--- config.mk ---
export PLATFORM = sky130hd
export DESIGN_NAME = dmis_ctrl
export DESIGN_NICKNAME = d
export VERILOG_FILES = /design/src/rtl/dmis_pkg.sv /design/src/rtl/dmis_ctrl.sv
export VERILOG_INCLUDE_DIRS = /design/src /design/src/rtl
export SDC_FILE = /design/constraint.sdc
export NUM_CORES = 1
export LEC_CHECK = 0
export BUFFER_PORTS_ARGS = -buffer_cell sky130_fd_sc_hd__buf_2
export CAP_MARGIN = 20
export CORE_AREA = 5 5 461 463
export CTS_BUF_LIST = sky130_fd_sc_hd__clkbuf_8 sky130_fd_sc_hd__clkbuf_16
export DETAILED_ROUTE_END_ITERATION = 10
export DIE_AREA = 0 0 466 468
export PLACE_DENSITY = 0.46
export SLEW_MARGIN = 20
export SYNTH_ARGS = -nofsm -noshare
export SYNTH_HDL_FRONTEND = slang
export SYNTH_SLANG_ARGS = --single-unit
--- constraint.sdc ---
create_clock -name clk -period 13.5 [get_ports clk]
set_input_delay 0.675 -clock clk [delete_from_list [all_inputs] [get_ports clk]]
set_output_delay 0.675 -clock clk [all_outputs]
set_load 0.01 [all_outputs]
--- src/rtl/dedup_message_id_store_top_defines.svh ---
// Assertion macros shared by the message ID store RTL.
// Included by the modules that carry concurrent assertions; no other dependencies.
`ifndef DEDUP_MESSAGE_ID_STORE_TOP_DEFINES_SVH
`define DEDUP_MESSAGE_ID_STORE_TOP_DEFINES_SVH

// Same-cycle implication, disabled while reset is asserted.
`define DMIS_ASSERT_NOW(label, clk, rst_n, ante, cons, msg) \
	label: assert property (@(posedge clk) disable iff (!rst_n) (ante) |-> (cons)) \
		else $error(msg);

// Next-cycle implication, disabled while reset is asserted.
`define DMIS_ASSERT_NEXT(label, clk, rst_n, ante, cons, msg) \
	label: assert property (@(posedge clk) disable iff (!rst_n) (ante) |=> (cons)) \
		else $error(msg);

`endif

--- src/rtl/dmis_pkg.sv ---
// Shared types and codes for the message ID store.
// No dependencies; imported by the store, the sequencer and the top level.
package dmis_pkg;

	localparam int ID_W     = 256;
	localparam int HANDLE_W = 32;
	localparam int LIMIT_W  = 7;
	localparam int COUNT_W  = 7;

	localparam logic [1:0] OP_ADD  = 2'd0;
	localparam logic [1:0] OP_MARK = 2'd1;
	localparam logic [1:0] OP_LIST = 2'd2;

	localparam logic [1:0] STATUS_DONE      = 2'd0;
	localparam logic [1:0] STATUS_DUP       = 2'd1;
	localparam logic [1:0] STATUS_NOT_FOUND = 2'd2;

	typedef logic [ID_W-1:0] id_t;

	typedef struct packed {
		id_t                 id;
		logic [HANDLE_W-1:0] handle;
	} entry_t;

	typedef struct packed {
		logic [1:0]         operation;
		id_t                id;
		logic [HANDLE_W-1:0] handle;
		logic               initial_read;
		logic [LIMIT_W-1:0] list_limit;
		logic               unread_filter;
	} cmd_t;

	typedef struct packed {
		logic rd_en;
		logic entry_en;
		logic flag_en;
		logic flag;
	} store_ctl_t;

	typedef struct packed {
		logic                valid;
		logic [1:0]          status;
		logic                entry_valid;
		id_t                 id;
		logic [HANDLE_W-1:0] handle;
		logic                read;
		logic                last;
		logic [COUNT_W-1:0]  stored_count;
	} result_t;

endpackage

--- src/rtl/dmis_ctrl.sv ---
// Scan sequencer: walks the circular entry table one slot a cycle through the
// shared ID comparator, and drives the result registers. Depends on dmis_pkg.
`include "dedup_message_id_store_top_defines.svh"

module dmis_ctrl import dmis_pkg::*; #(
	parameter int DEPTH = 64,
	parameter int AW    = 6,
	parameter int CW    = 7
) (
	input  logic          clk,
	input  logic          arst_n,
	input  logic          start,
	input  cmd_t          cmd,
	output logic          busy,
	output store_ctl_t    store_ctl,
	output logic [AW-1:0] rd_addr,
	output logic [AW-1:0] wr_addr,
	output entry_t        wr_entry,
	input  entry_t        rd_entry,
	input  logic          rd_flag,
	output result_t       result
);

	localparam int SW = AW + 1;

	localparam logic [0:0] ST_IDLE = 1'b0;
	localparam logic [0:0] ST_SCAN = 1'b1;

	localparam logic [1:0] SRC_NONE = 2'd0;
	localparam logic [1:0] SRC_RD   = 2'd1;
	localparam logic [1:0] SRC_HELD = 2'd2;

	// Logical slot to physical address; slot 0 is the oldest entry at head.
	function automatic logic [AW-1:0] phys(input logic [AW-1:0] base, input logic [CW-1:0] off);
		logic [SW-1:0] sum;
		sum = SW'(base) + SW'(off);
		if (sum >= SW'(DEPTH)) begin
			sum = sum - SW'(DEPTH);
		end
		return sum[AW-1:0];
	endfunction

	logic [0:0]          state_q;
	logic [1:0]          op_q;
	id_t                 id_q;
	logic [HANDLE_W-1:0] handle_q;
	logic                init_q;
	logic [LIMIT_W-1:0]  lim_q;
	logic                unread_q;
	logic [CW-1:0]       count_q;
	logic [AW-1:0]       head_q;
	logic [CW-1:0]       idx_q;
	logic                iss_q;
	logic                vld_s1;
	logic [AW-1:0]       phys_s1;
	logic [CW-1:0]       n_q;
	logic                held_q;
	entry_t              held_entry_q;
	logic                held_flag_q;
	result_t             res_q;

	logic [LIMIT_W-1:0] lim_eff;
	logic               is_find;
	logic               list_op;
	logic               hit;
	logic               keep;
	logic               at_limit;
	logic               scan_end;
	logic [AW-1:0]      add_addr;
	logic [AW-1:0]      head_inc;
	logic               stop;
	logic               emit;
	logic               emit_last;
	logic [1:0]         emit_status;
	logic [1:0]         emit_src;
	logic               hold;
	logic               entry_wr;
	logic               flag_wr;
	logic               flag_val;
	logic [CW-1:0]      count_d;
	logic [AW-1:0]      head_d;

	assign lim_eff  = (cmd.list_limit > LIMIT_W'(DEPTH)) ? LIMIT_W'(DEPTH) : cmd.list_limit;
	assign is_find  = (op_q == OP_ADD) || (op_q == OP_MARK);
	assign list_op  = (op_q == OP_LIST);
	// Shared comparator: one stored ID against the command ID per cycle.
	assign hit      = vld_s1 && (rd_entry.id == id_q);
	assign keep     = vld_s1 && !(unread_q && rd_flag);
	assign at_limit = held_q && (LIMIT_W'(n_q) == lim_q);
	assign scan_end = (state_q == ST_SCAN) && !iss_q && !vld_s1;
	assign rd_addr  = phys(head_q, idx_q);
	assign add_addr = phys(head_q, count_q);
	assign head_inc = (head_q == AW'(DEPTH - 1)) ? '0 : head_q + AW'(1);

	always_comb begin
		stop        = 1'b0;
		emit        = 1'b0;
		emit_last   = 1'b1;
		emit_status = STATUS_DONE;
		emit_src    = SRC_NONE;
		hold        = 1'b0;
		entry_wr    = 1'b0;
		flag_wr     = 1'b0;
		flag_val    = 1'b1;
		count_d     = count_q;
		head_d      = head_q;
		wr_addr     = phys_s1;
		if (state_q == ST_SCAN) begin
			if (is_find && hit) begin
				stop = 1'b1;
				emit = 1'b1;
				if (op_q == OP_ADD) begin
					emit_status = STATUS_DUP;
				end else begin
					flag_wr = 1'b1;
				end
			end else if (list_op && at_limit) begin
				// Once the limit is reached, the held candidate is the final result.
				stop     = 1'b1;
				emit     = 1'b1;
				emit_src = SRC_HELD;
			end else if (list_op && keep) begin
				// The previous candidate goes out only once a later one shows
				// it is not the final result.
				hold = 1'b1;
				if (held_q) begin
					emit      = 1'b1;
					emit_last = 1'b0;
					emit_src  = SRC_HELD;
				end
			end else if (scan_end) begin
				stop = 1'b1;
				emit = 1'b1;
				case (op_q)
					OP_ADD: begin
						entry_wr = 1'b1;
						flag_wr  = 1'b1;
						flag_val = init_q;
						wr_addr  = add_addr;
						// A full table overwrites the oldest slot and moves head on.
						if (count_q == CW'(DEPTH)) begin
							head_d = head_inc;
						end else begin
							count_d = count_q + CW'(1);
						end
					end
					OP_MARK: begin
						emit_status = STATUS_NOT_FOUND;
					end
					OP_LIST: begin
						if (held_q) begin
							emit_src = SRC_HELD;
						end
					end
					default: begin
						emit_status = STATUS_DONE;
					end
				endcase
			end
		end
	end

	always_ff @(posedge clk or negedge arst_n) begin
		if (!arst_n) begin
			state_q   <= ST_IDLE;
			count_q   <= '0;
			head_q    <= '0;
			iss_q     <= 1'b0;
			vld_s1    <= 1'b0;
			held_q    <= 1'b0;
			n_q       <= '0;
			res_q     <= '0;
		end else begin
			res_q.valid <= emit;
			count_q     <= count_d;
			head_q      <= head_d;
			if (state_q == ST_IDLE) begin
				vld_s1 <= 1'b0;
				if (start) begin
					state_q <= ST_SCAN;
					held_q  <= 1'b0;
					n_q     <= '0;
					if (cmd.operation == OP_LIST) begin
						iss_q <= (count_q != '0) && (lim_eff != '0);
					end else if ((cmd.operation == OP_ADD) || (cmd.operation == OP_MARK)) begin
						iss_q <= (count_q != '0);
					end else begin
						iss_q <= 1'b0;
					end
				end
			end else begin
				vld_s1 <= iss_q && !stop;
				if (stop) begin
					state_q <= ST_IDLE;
					iss_q   <= 1'b0;
				end else if (iss_q) begin
					if (list_op) begin
						iss_q <= (idx_q != '0);
					end else begin
						iss_q <= (idx_q != count_q - CW'(1));
					end
				end
				if (hold) begin
					held_q <= 1'b1;
					n_q    <= n_q + CW'(1);
				end
			end
			if (emit) begin
				res_q.status       <= emit_status;
				res_q.entry_valid  <= (emit_src != SRC_NONE);
				res_q.last         <= emit_last;
				res_q.stored_count <= COUNT_W'(count_d);
				case (emit_src)
					SRC_RD: begin
						res_q.id     <= rd_entry.id;
						res_q.handle <= rd_entry.handle;
						res_q.read   <= rd_flag;
					end
					SRC_HELD: begin
						res_q.id     <= held_entry_q.id;
						res_q.handle <= held_entry_q.handle;
						res_q.read   <= held_flag_q;
					end
					default: begin
						res_q.id     <= '0;
						res_q.handle <= '0;
						res_q.read   <= 1'b0;
					end
				endcase
			end
		end
	end

	always_ff @(posedge clk) begin
		if ((state_q == ST_IDLE) && start) begin
			op_q     <= cmd.operation;
			id_q     <= cmd.id;
			handle_q <= cmd.handle;
			init_q   <= cmd.initial_read;
			lim_q    <= lim_eff;
			unread_q <= cmd.unread_filter;
			idx_q    <= (cmd.operation == OP_LIST) ? count_q - CW'(1) : '0;
		end else if ((state_q == ST_SCAN) && iss_q) begin
			idx_q <= list_op ? idx_q - CW'(1) : idx_q + CW'(1);
		end
		phys_s1 <= rd_addr;
		if (hold) begin
			held_entry_q <= rd_entry;
			held_flag_q  <= rd_flag;
		end
	end

	assign busy               = (state_q != ST_IDLE);
	assign store_ctl.rd_en    = (state_q == ST_SCAN) && iss_q;
	assign store_ctl.entry_en = entry_wr;
	assign store_ctl.flag_en  = flag_wr;
	assign store_ctl.flag     = flag_val;
	assign wr_entry.id        = id_q;
	assign wr_entry.handle    = handle_q;
	assign result             = res_q;

	`DMIS_ASSERT_NEXT(a_start_scans, clk, arst_n, start && (state_q == ST_IDLE), state_q == ST_SCAN, "accepted transaction did not start a scan")
	`DMIS_ASSERT_NEXT(a_stop_idle, clk, arst_n, stop, (state_q == ST_IDLE) && !vld_s1 && res_q.valid, "scan stop did not return to idle with a result")
	`DMIS_ASSERT_NOW(a_count_bound, clk, arst_n, 1'b1, count_q <= CW'(DEPTH), "entry count above table depth")
	`DMIS_ASSERT_NOW(a_pipe_in_scan, clk, arst_n, vld_s1 || iss_q, state_q == ST_SCAN, "read pipeline active outside a scan")
	`DMIS_ASSERT_NOW(a_held_list, clk, arst_n, held_q && (state_q == ST_SCAN), list_op, "held candidate outside a list transaction")

endmodule

==> out/summary.txt <==
Max incr delay on CP: 0.79 ns
IO buf count: 1,196
HP Class: in2reg
Tmin final: 5.564 ns
Outcome: finished clean
Worst-path fanout max: 67
CTS Hold Bufs: 22
Die width: 466 um
Slowest stage cell, crit path: nor2_4
Post-DR wirelength/cell: 32.93 um
Clock Pin Slew Worst Setup and Hold Paths: 0.06 ns
CP Data Required Time: 14.18 ns
Setup crit end kind: flip-flop
Hold EP: id_q[54]$_DFFE_PP_
Synth warn: 0
Startpoint Class: flip-flop
Leakage: 20.61 nW
Routed WL: 205,600 um
Ys async rst share: 0.3510
Iteration-0 DRC Markers: 1,766
# resized after CTS: 0
DPL Wire Length: 171,700 um
I/O pins: 1,197
Synth-to-layout area growth: 39.53%
Core footprint: 208,300 um^2
Top post-synthesis cells by area: edfxtp_1 52%, dfrtp_1 24%, a22o_1 7.5%, xor2_1 3.4%, xnor2_1 1.8%
Worst Reg-to-Reg Cells: 10
Worst reg2reg setup slack: 7.94 ns
Layout Skew: 0.07036 ns
Yosys cell types: 62
TritonCTS clock tree: built
Maximum vdd ir drop: 106.3 uV
Post-synthesis instance total: 2,017
Final hold viol count: 0
Die Footprint: 218,100 um^2
Worst r2r dst: result[76]$_DFFE_PN0P_
H-tree depth: 3
HP Start: cmd[95]
Final Slew Violations: 0
Power density over the cells: 170.9 nW/um^2
First-pass GRT wire length: 260,300 um
Critical Path Most Common Cell: buf_4
Max Clk Rate: 179.7 MHz
Data arrival, critical path: 6.24 ns
Hold Path Depth: 1
Clock net sink count: 926
Max clock buf depth: 3
# fillers: 22,090
Avg Inst Size Synth: 16.91 um^2
Root Driver: clkbuf_16
Post-Syn Area: 34,110 um^2
Number of buffers created by CTS: 110
Ratio of cells with drive above 1 in the final layout: 0.4190
Most common cell in the synthesized netlist: edfxtp_1
Top_reg_cell synth: edfxtp_1
Post-synthesis sequential area ratio: 0.7658
Reg2reg start: op_q[0]$_DFFE_PP_
GPL Wtd Cong: 0.9096
Clock latency on the worst-skew pair: 0.76 ns
Initial antenna violation count: 114
Largest net degree at the start of global routing: 81
Unrepaired setup endpoints after global routing: no
Number of synthesized flops with an enable pin: 595
Nets: 3,928
Via count: 24,550
Biggest area consumer among synthesized cells: edfxtp_1
DRC viols: 0
Synth top cells by count: 595 x edfxtp_1, 325 x dfrtp_1, 293 x a22o_1
WS Path Type: reg2reg
Core Util, Final: 0.2285
Top-area cell type share of the netlist area: 0.5238
Synthesized Nets: 2,631
Slew headroom: 0.2637
Die H: 468 um
Maxcap violations: 0
Total power: 8.134 mW
DRT Pass-1 Iters: 5
Cell Chain, Critical Path: nand2b_1 > inv_1 > nand2_1 > nor4b_1 > o21ai_0 > nor2_4 > buf_4 > buf_4 > buf_4 > a22o_1
Post-DP Area: 43,640 um^2
Final instance area: 47,600 um^2
Synth Register Bits: 926
Total congestion overflow: 0
Post-CTS Setup Bufs: 0
Vias in the first global route: 24,870
Starting Density: 0.1637
Antenna-violating nets left: 0
Vias per cell: 3.932
Hold Slack: 0.09407 ns
All-Layer GR Usage: 0.1811
Setup_tns: 0 ns
Worst-Margin Slew: 1.094 ns
Num rows: 168
Endpoints failing setup: 0
Part of the cycle the worst path needs: 0.4122
flip-flops by register name, summed over array words and instances (netlist names):
register and cells:
idx_q 7, init_q 1, id_q 256, busy 1, phys_s1 6, vld_s1 1, head_q 6, op_q 2
count_q 7, iss_q 1, n_q 7, handle_q 32, held_flag_q 1, unread_q 1, held_entry_q 288, held_q 1
lim_q 7, result 301
through the flow:
stage	cells	setup slack [ns]
finish	6243	7.936
global route	6226	7.560
CTS	6213	7.712
detailed placement	5985	7.783
global placement	5981	6.630
floorplan	2017	3.730
kinds of logic (layout without fill, tap and decap cells):
logic type	after synthesis	count (layout)	synth area share
DFF	926	926	0.7658
AOI/OAI and AO/OA	421	421	0.1023
and+or+nand+nor	285	285	0.04813
xor gates and xnor gates	204	204	0.05238
buffers and inverters	152	1543	0.01981
adders and majority gates	23	23	0.009097
muxes	6	6	0.002531
other	0	30	0
report_power, final:
part / internal (mW) / switching, mW
clock network: 1.74 / 1.28
registers: 3.37 / 0.266
logic: 0.451 / 1.03
how the worst max path moves through the flow:
| stage | start | end | slack (ns) | cells past startpoint |
|---|---|---|---|---|
| 3_5_place_dp | rd_entry[189] | result[74]$_DFFE_PN0P_ | 7.78 | 13 |
| 6_report | op_q[0]$_DFFE_PP_ | result[76]$_DFFE_PN0P_ | 7.94 | 10 |
| 2_1_floorplan | busy$_DFF_PN0_ | idx_q[2]$_DFFE_PP_ | 3.73 | 6 |
| 5_1_grt | op_q[0]$_DFFE_PP_ | result[277]$_DFFE_PN0P_ | 7.56 | 10 |
| 4_1_cts | id_q[78]$_DFFE_PP_ | store_ctl[1] | 7.71 | 9 |
| 3_3_place_gp | rd_entry[136] | result[72]$_DFFE_PN0P_ | 6.63 | 13 |
per-layer routing:
layer,part of all wire,vias to the layer above,track usage
li1,-,10390,-
met1,0.38,12450,0.2050
met2,0.49,1260,0.3116
met3,0.10,356,0.07866
met4,0.030,84,0.04852
met5,0.0027,-,0
layout by cell type, fill, tap and decap left out, drive strengths merged, types with 5 or more instances in the layout:
cell type and count:
nor3 9, edfxtp 595, dfxtp 6, and3 5
a21o 9, a21oi 15, o2111ai 5, nand2b 22
xor2 134, a2111oi 24, xnor2 70, buf 1236
nand4 29, dfrtp 325, inv 120, diode 30
ha 20, dlygate4sd3 22, or4 6, clkinv 31
o21ai 18, clkbuf 120, nor2b 83, nand3 13
a22o 293, bufinv 10, nor4 41, mux2 6
nand2 43, o22ai 24, nor2 21
final cells by class:
class | instances | area, um^2 | share of cell area
Tap cell | 2805 | 3510 | 0.07374
Multi-Input combinational cell | 939 | 7403 | 0.1555
Antenna cell | 30 | 75.07 | 0.001577
Timing Repair Buffer | 1259 | 6523 | 0.1370
Sequential cell | 926 | 26120 | 0.5488
Clock inverter | 86 | 744.5 | 0.01564
Clock buffer | 120 | 2913 | 0.06120
Inverter | 78 | 307.8 | 0.006467
worst max-delay path, delay by kind of cell, from the launching register on:
family                 cells  cell delay (ns)
AO/OA/AOI/OAI              2             0.70
buffers and inverters      4             2.25
flip-flops                 1             0.41
AND/OR/NAND/NOR            4             1.95
Power figures use the tool's default switching activity.
